`src/rtl/fas_pkg.sv`:
```
`default_nettype none
package fas_pkg;

  localparam logic [31:0] HIDDEN_ONE = 32'h4000_0000;
  localparam logic [7:0]  EXP_BIAS   = 8'd127;
  localparam logic        FUNC_ADD   = 1'b0;
  localparam logic        FUNC_SUB   = 1'b1;

  // Unpacked operand pair after stage one.
  typedef struct packed {
    logic signed [9:0]  exp_a;
    logic signed [9:0]  exp_b;
    logic signed [31:0] frac_a;
    logic signed [31:0] frac_b;
  } unp_t;

  // Aligned and summed value after stage two.
  typedef struct packed {
    logic signed [9:0]  exp;
    logic               neg;
    logic               zero;
    logic [31:0]        mag;
  } sum_t;

  // Signed fraction with the hidden one at bit 30, or zero.
  function automatic logic signed [31:0] unpack_frac(input logic [31:0] bits);
    logic [31:0] f;
    f = HIDDEN_ONE | {2'b00, bits[22:0], 7'b0};
    if (bits[30:0] == 31'd0) return 32'sd0;
    return bits[31] ? -$signed(f) : $signed(f);
  endfunction

  function automatic logic signed [9:0] unpack_exp(input logic [31:0] bits);
    if (bits[30:0] == 31'd0) return 10'sd0;
    return $signed({2'b00, bits[30:23]}) - $signed({2'b00, EXP_BIAS});
  endfunction

endpackage
`default_nettype wire

```
`src/rtl/fas_align.sv`:
```
`default_nettype none
module fas_align (
  input  wire logic          clk,
  input  wire logic          rst_n,
  input  wire logic          vld_i,
  input  wire fas_pkg::unp_t unp_i,
  output logic               vld_o,
  output fas_pkg::sum_t      sum_o
);
  import fas_pkg::*;

  logic signed [10:0] diff;
  logic [4:0]         sh;
  logic signed [31:0] fa, fb;
  logic signed [9:0]  ex;
  logic signed [32:0] total;
  logic               vld_r;
  sum_t               sum_r, sum_nxt;

  // Align the smaller-exponent fraction, halve both and add.
  always_comb begin
    diff = 11'(unp_i.exp_a) - 11'(unp_i.exp_b);
    fa = unp_i.frac_a;
    fb = unp_i.frac_b;
    ex = unp_i.exp_a;
    sh = 5'd0;
    if (diff > 0) begin
      sh = (diff > 11'sd31) ? 5'd31 : diff[4:0];
      fb = fb >>> sh;
    end else if (diff < 0) begin
      sh = (-diff > 11'sd31) ? 5'd31 : 5'(-diff);
      fa = fa >>> sh;
      ex = unp_i.exp_b;
    end
    total = 33'(fa >>> 1) + 33'(fb >>> 1);
    sum_nxt.exp  = ex + 10'sd1;
    sum_nxt.neg  = total[32];
    sum_nxt.zero = (total == 33'sd0);
    sum_nxt.mag  = total[32] ? 32'(-total) : total[31:0];
  end

  always_ff @(posedge clk) begin
    if (!rst_n) begin
      vld_r <= 1'b0;
    end else begin
      vld_r <= vld_i;
    end
    sum_r <= sum_nxt;
  end

  assign vld_o = vld_r;
  assign sum_o = sum_r;
endmodule
`default_nettype wire

```
`src/rtl/fas_norm.sv`:
```
`default_nettype none
module fas_norm (
  input  wire logic          clk,
  input  wire logic          rst_n,
  input  wire logic          vld_i,
  input  wire fas_pkg::sum_t sum_i,
  output logic               vld_o,
  output logic [31:0]        res_o
);
  import fas_pkg::*;

  logic [4:0]  lz;
  logic [31:0] mag;
  logic [9:0]  ex;
  logic        vld_r;
  logic [31:0] res_r, res_nxt;

  // Count leading zeros below bit 30, shift up and pack with truncation.
  always_comb begin
    lz = 5'd0;
    for (int i = 0; i <= 30; i++) begin
      if (sum_i.mag[i]) lz = 5'(30 - i);
    end
    mag = sum_i.mag << lz;
    ex  = 10'(sum_i.exp) - 10'(lz) + 10'(EXP_BIAS);
    if (sum_i.zero) begin
      res_nxt = 32'd0;
    end else begin
      res_nxt = {sum_i.neg, ex[7:0], mag[29:7]};
    end
  end

  always_ff @(posedge clk) begin
    if (!rst_n) begin
      vld_r <= 1'b0;
    end else begin
      vld_r <= vld_i;
    end
    res_r <= res_nxt;
  end

  assign vld_o = vld_r;
  assign res_o = res_r;
endmodule
`default_nettype wire

```
`src/rtl/float32_add_sub_truncating_top.sv`:
```
// Single-precision adder/subtractor with truncation, three register stages.
// A start beat is registered in the unpack, align-and-add and normalize stages in turn before its result strobes.
// Throughput: one beat per cycle; busy is always low.
// Stages: unpack, align and add, normalize and pack.
// Reset (rst_n low, synchronous) clears all valid bits; the receiver cannot stall.
`default_nettype none
module float32_add_sub_truncating_top (
  input  wire logic        clk,
  input  wire logic        rst_n,
  input  wire logic        start,
  output logic             busy,
  input  wire logic [31:0] in_operand_a,
  input  wire logic [31:0] in_operand_b,
  input  wire logic        in_func,
  output logic             out_valid,
  output logic [31:0]      out_result
);
  import fas_pkg::*;

  logic        vld_r;
  unp_t        unp_r, unp_nxt;
  logic [31:0] b_eff;
  logic        vld2;
  sum_t        sum2;

  assign busy = 1'b0;

  // Stage one: apply the operation and unpack both operands.
  always_comb begin
    b_eff = in_operand_b;
    if (in_func == FUNC_SUB) b_eff[31] = ~in_operand_b[31];
    unp_nxt.exp_a  = unpack_exp(in_operand_a);
    unp_nxt.exp_b  = unpack_exp(b_eff);
    unp_nxt.frac_a = unpack_frac(in_operand_a);
    unp_nxt.frac_b = unpack_frac(b_eff);
  end

  always_ff @(posedge clk) begin
    if (!rst_n) begin
      vld_r <= 1'b0;
    end else begin
      vld_r <= start;
    end
    unp_r <= unp_nxt;
  end

  fas_align u_align (
    .clk(clk), .rst_n(rst_n), .vld_i(vld_r), .unp_i(unp_r),
    .vld_o(vld2), .sum_o(sum2)
  );

  fas_norm u_norm (
    .clk(clk), .rst_n(rst_n), .vld_i(vld2), .sum_i(sum2),
    .vld_o(out_valid), .res_o(out_result)
  );
endmodule
`default_nettype wire

```
`config.mk`:
```
export PLATFORM = sky130hd
export DESIGN_NAME = float32_add_sub_truncating_top
export DESIGN_NICKNAME = d
export VERILOG_FILES = /design/src/rtl/fas_pkg.sv /design/src/rtl/fas_align.sv /design/src/rtl/fas_norm.sv /design/src/rtl/float32_add_sub_truncating_top.sv
export SDC_FILE = /design/constraint.sdc
export NUM_CORES = 1
export LEC_CHECK = 0
export BUFFER_PORTS_ARGS = -buffer_cell sky130_fd_sc_hd__buf_2
export CAP_MARGIN = 20
export CORE_MARGIN = 1.5
export CORE_UTILIZATION = 55
export DETAILED_ROUTE_END_ITERATION = 8
export GPL_ROUTABILITY_DRIVEN = 0
export PLACE_DENSITY = 0.71
export SLEW_MARGIN = 20
export SYNTH_ARGS = -nofsm -noshare
export SYNTH_HDL_FRONTEND = slang
export SYNTH_HIERARCHICAL = 1
export SYNTH_SLANG_ARGS = --single-unit
```
`constraint.sdc`:
```
create_clock -name clk -period 8.2 [get_ports clk]
set_input_delay 0.82 -clock clk [delete_from_list [all_inputs] [get_ports clk]]
set_output_delay 0.82 -clock clk [all_outputs]
set_load 0.01 [all_outputs]
```
---- After elaboration in Yosys (flattened, before gate mapping) ----
Cells that the tools add are included.
word-level totals
  register bits after elaboration ......... 161
  latch bits .............................. 0
  RAM bits ................................ 0
  bits in read-only memories .............. 0
  memories kept ........................... 0
cells by class
  add/subtract/negate cells ............... 11
  $mul .................................... 0
  div/mod/pow operators ................... 0
  $lt $le $gt $ge ......................... 4
  equal/unequal tests ..................... 0
  shifts and indexed selects .............. 3
  multiplexer cells ....................... 52
  bitwise gates (word level) .............. 1
  reduce and logical (&&, ||, !) cells .... 3
operator list
  operator                                                                        number
  32-bit 2-to-1 mux                                                               10
  5-bit 2-to-1 mux                                                                33
  31-bit negation with 32-bit output                                              2
  32-bit by 5-bit >>> shifter with 32-bit output                                  2
  31-bit logical NOT                                                              2
  10-bit 2-to-1 mux                                                               4
  33-bit logical NOT                                                              1
  31-bit by 31-bit adder with 32-bit output                                       1
  32-bit negation                                                                 1
  32-bit by 5-bit left shift with 30-bit output                                   1
  11-bit by 6-bit > comparator with 1-bit output (second input constant)          2
  8-bit by 7-bit subtractor with 9-bit output (second input constant)             2
  8-bit 2-to-1 mux                                                                2
  11-bit by 1-bit > comparator with 1-bit output (second input constant)          1
  11-bit by 1-bit less-than comparator with 1-bit output (second input constant)  1
  11-bit negation                                                                 1
  10-bit by 10-bit subtractor with 11-bit output                                  1
  8-bit by 2-bit adder with 8-bit output (second input constant)                  1
  8-bit by 7-bit adder with 8-bit output (second input constant)                  1
  8-bit by 5-bit subtractor with 8-bit output                                     1
  1-bit 2-to-1 mux                                                                3
  1-bit inverter                                                                  1

---- Depth between registers and ports, before layout ----
  word-level depth ........................ 33
  gate-level depth with buffers ........... 36
  depth with buffers taken out ............ 30

---- By module ----
Netlist, hierarchy kept.
by module, submodules not included
  module                          instances  cells an instance  area each (µm²)  seq. area each (µm²)
  fas_align                       1          1,336              9,200.1          900.9
  fas_norm                        1          442                3,437.0          660.6
  float32_add_sub_truncating_top  1          301                2,839.0          1,381.3

---- Least setup slack after synthesis ----
Ideal clock, no wire load.
  path type ............................... flip-flop to flip-flop
  start point ............................. register unp_r[74] (netlist name)
  end point ............................... register u_align.sum_r (netlist bit u_align/sum_o[32])
  library setup time ...................... 0.073 ns
  arrival time ............................ 7.529 ns
  setup slack ............................. 0.597 ns
  cell stages (with the launch flop) ...... 33
  cell sequence ........................... dfxtp_1 -> inv_1 -> ha_1 -> inv_1 -> fa_1 -> clkbuf_1 -> inv_1 -> clkbuf_1 -> buf_1 -> ha_1 -> nand2_1 -> nor3_4 -> nand4b_1 -> o22ai_2 -> o211ai_1 -> nand2_1 -> buf_2 -> mux4_2 -> a211oi_1 -> o221ai_1 -> ha_1 -> fa_1 -> a21o_1 -> a21oi_2 -> nor3_1 -> o31a_1 -> or2_1 -> a311oi_1 -> xor2_1 -> and4bb_1 -> nand3_1 -> or4b_1 -> nor3_2
RTL lines
  item                    RTL line                              source
  start, declared         float32_add_sub_truncating_top.sv:21  unp_t unp_r, unp_nxt;
  start signal, assigned  float32_add_sub_truncating_top.sv:44  unp_r <= unp_nxt;
  end signal, assigned    fas_align.sv:48                       sum_r <= sum_nxt;
  end, declared           fas_align.sv:18                       sum_t sum_r, sum_nxt;

==> summary.txt <==
Status
  – Outcome: completed

Clock network
  – Clock sink total: ~140
  – CTS tree: done
  – Root buffer cell: clkbuf_16
  – Clock Tree Buf Depth: 2
  – H-Tree Level Count: 4
  – Inserted Clock Buffers: 17
  – Clk_lat worst skew: 0.44 ns
  – Clock slew at reported path FFs: 0.08 ns

Routing
  – Routed len/inst: 20.37 um
  – Vias per Instance: 6.643
  – Starting DRT DRC Count: between 2,000 and 2,500
  – DRC viols: 0
  – Post-route antenna net violation count: 0
  – Via count: 16,840
  – DRT Wirelength: approximately 52 mm
  – 1st-pass router iterations: 8

Floorplanning
  – Initial Util: 56.41%
  – Die height: approximately 170 um
  – Die Width: 170.0 um
  – Core Footprint: 0.02718 mm^2
  – Die ar.: between 0.02 and 0.03 mm^2
  – IO Count: 102
  – Row count: 60

Hold path
  – Hold Path Sink: u_align/vld_o$_SDFF_PN0_
  – Hold Path Cell Cnt: 1
  – Hold path startpoint: vld_r$_SDFF_PN0_
  – Hold WC Path Type: flop to flop

Final layout
  – Design area: 0.01697 mm^2
  – Filler cells: 2,568
  – Share of layout cells above drive strength 1: 13.50%
  – Final Net Count: 2,282
  – Final Non-Filler Cells: approximately 2,500
  – Antenna cells: 0
  – Area grow syn2layout: 10.68%

Power
  – Worst IR drop on VDD: 0.1796 mV
  – Pwr per Cell Area: about 390 mW/mm^2
  – Total power: 6.690 mW
  – Leak: 7.047 nW

Setup path
  – CP endpoint kind: flop
  – CP startpoint kind: flop
  – Critical Path Max Stage Delay: 0.56 ns
  – Setup CP Type: flop to flop
  – Crit-path max FO: 8
  – Reg2reg path depth: 29
  – Reg2reg start: unp_r[74]$_SDFF_PN0_
  – Req. time, crit path: ~8.6 ns
  – Most common cell on crit path: inv_1
  – Slowest cell on the critical path: or4b_1
  – Reg2reg end: u_align/sum_o[32]$_DFF_P_
  – Reg2Reg Setup Slack: 0.39 ns
  – Arr. time, crit path: 8.17 ns

Global route
  – GRT Resource Usage Total: between 30% and 40%
  – First-pass GRT wire length: 81.32 mm
  – Initial antenna violation count: 0
  – Total grt overflow: 0
  – Largest net degree at the start of global routing: 49
  – Vias in the first global route: 15,220

Job
  – Max_cap viols: 0

STA
  – Final Hold Vio Count: 0
  – Min Tclk post-route: 7.812 ns
  – Worst slew pin tran: 0.9355 ns
  – Fmax: approximately 0.13 GHz
  – Post-route clock period utilization: 95.27%
  – Final WS setup: 0.3883 ns
  – Clk_skew: 0.02056 ns
  – Pins Over Slew Limit: 0
  – # setup viols final: 0
  – Relative slew margins: 37.18%

Place
  – DP Worst Slack: 0.0004547 ns
  – Placed inst area: 0.01627 mm^2
  – Placed wire-length estimate: just under 40 mm
  – IO Port Bufs: 100
  – Inst Count DP: 2,499

Synth
  – Post-synthesis cell area: 0.01533 mm^2
  – YS warnings: 6
  – Avg Cell Area, Syn: 7.438 um^2
  – Gate Count Post-Synth: 2,061
## through the flow
stage	TNS, ns	util (%)	hold WS, ns
floorplan	0	-	0.4057
global placement	0	59.84	0.4093
detailed placement	0	59.87	0.4166
CTS	0	62.08	0.4325
global route	-0.02607	62.44	0.4514
finish	0	62.44	0.4279
## repair_timing
action,4_1_cts,5_1_grt
hold buffers,0,0
setup buffers,0,4
setup endpoints to repair,1,17
cloned,0,0
gates resized for setup,1,15
## flip-flops by register name, summed over array words and instances (netlist names)
signal,cells
vld_r,1
u_norm/vld_o,1
u_align/vld_o,1
u_norm/res_o,32
unp_r,68
u_align/sum_o,41
## layout make-up
| cell class | instances | area [um^2] | share of cell area, % |
|---|---|---|---|
| Clock buffer | 18 | 429.2 | 2.529 |
| Inverter | 62 | 240.2 | 1.416 |
| Multi-Input combinational cell | 1781 | 11940 | 70.35 |
| Sequential cell | 144 | 2883 | 16.99 |
| Timing Repair Buffer | 144 | 843.3 | 4.970 |
| Tap cell | 372 | 465.4 | 2.743 |
| Clock inverter | 14 | 170.2 | 1.003 |
## critical path, delay by kind of cell, from the launching register on
kind                     cells  cell delay (ns)
AO/OA/AOI/OAI               11             2.72
XOR/XNOR                     1             0.26
adder cells (fa/ha/maj)      3             0.99
buffers and inverters        3             0.21
flip-flops                   1             0.31
multiplexers                 1             0.36
AND/OR/NAND/NOR             10             2.88
## report_power, final
| part | switching [mW] | total [mW] | internal, mW |
|---|---|---|---|
| Sequential | 0.288 | 1.24 | 0.950 |
| Combinational | 2.85 | 4.63 | 1.78 |
| Clock | 0.357 | 0.818 | 0.461 |
## placed cells by master, fill, tap and decap left out, types with 11 or more instances in the layout
master / n
o21a_1: 15
nor2b_1: 18
nand2_1: 183
or3_1: 21
xor2_1: 50
dfxtp_1: 144
nand4_1: 14
o31ai_1: 24
nor2_1: 224
o211ai_1: 24
a22oi_1: 17
conb_1: 46
inv_1: 56
ha_1: 60
o22ai_1: 26
xnor2_1: 78
a21o_1: 34
nand3_1: 58
o221ai_1: 28
a31oi_1: 22
mux2_2: 31
nand2b_1: 23
nor4_1: 21
and3_1: 12
buf_4: 43
mux2i_1: 95
o21ai_0: 135
mux4_2: 11
a21oi_1: 148
a211oi_1: 23
o21ai_1: 20
clkbuf_16: 17
a22o_1: 11
nor3_1: 53
o21bai_1: 13
buf_2: 100
a221oi_1: 12
and2_1: 14
## worst max path at each step
| stage | startpoint | end | slack, ns | cells after the start |
|---|---|---|---|---|
| detailed placement | unp_r[74]$_SDFF_PN0_ | u_align/sum_o[32]$_DFF_P_ | 0.0005 | 27 |
| finish | unp_r[74]$_SDFF_PN0_ | u_align/sum_o[32]$_DFF_P_ | 0.39 | 29 |
| floorplan | unp_r[74]$_SDFF_PN0_ | u_align/sum_o[32]$_DFF_P_ | 0.60 | 32 |
| global route | unp_r[74]$_SDFF_PN0_ | u_align/sum_o[32]$_DFF_P_ | -0.03 | 29 |
| global placement | unp_r[74]$_SDFF_PN0_ | u_align/sum_o[32]$_DFF_P_ | 0.04 | 27 |
| CTS | unp_r[74]$_SDFF_PN0_ | u_align/sum_o[32]$_DFF_P_ | 0.32 | 27 |
## layer usage
layer	vias to the layer above	track usage, %	wire (um)
met5	-	0	0
met3	286	7.000	5675
met4	0	20.35	3147
met1	7605	45.60	20830
li1	7819	-	-
met2	1131	54.90	22000
(Power assumes the default switching activity.)
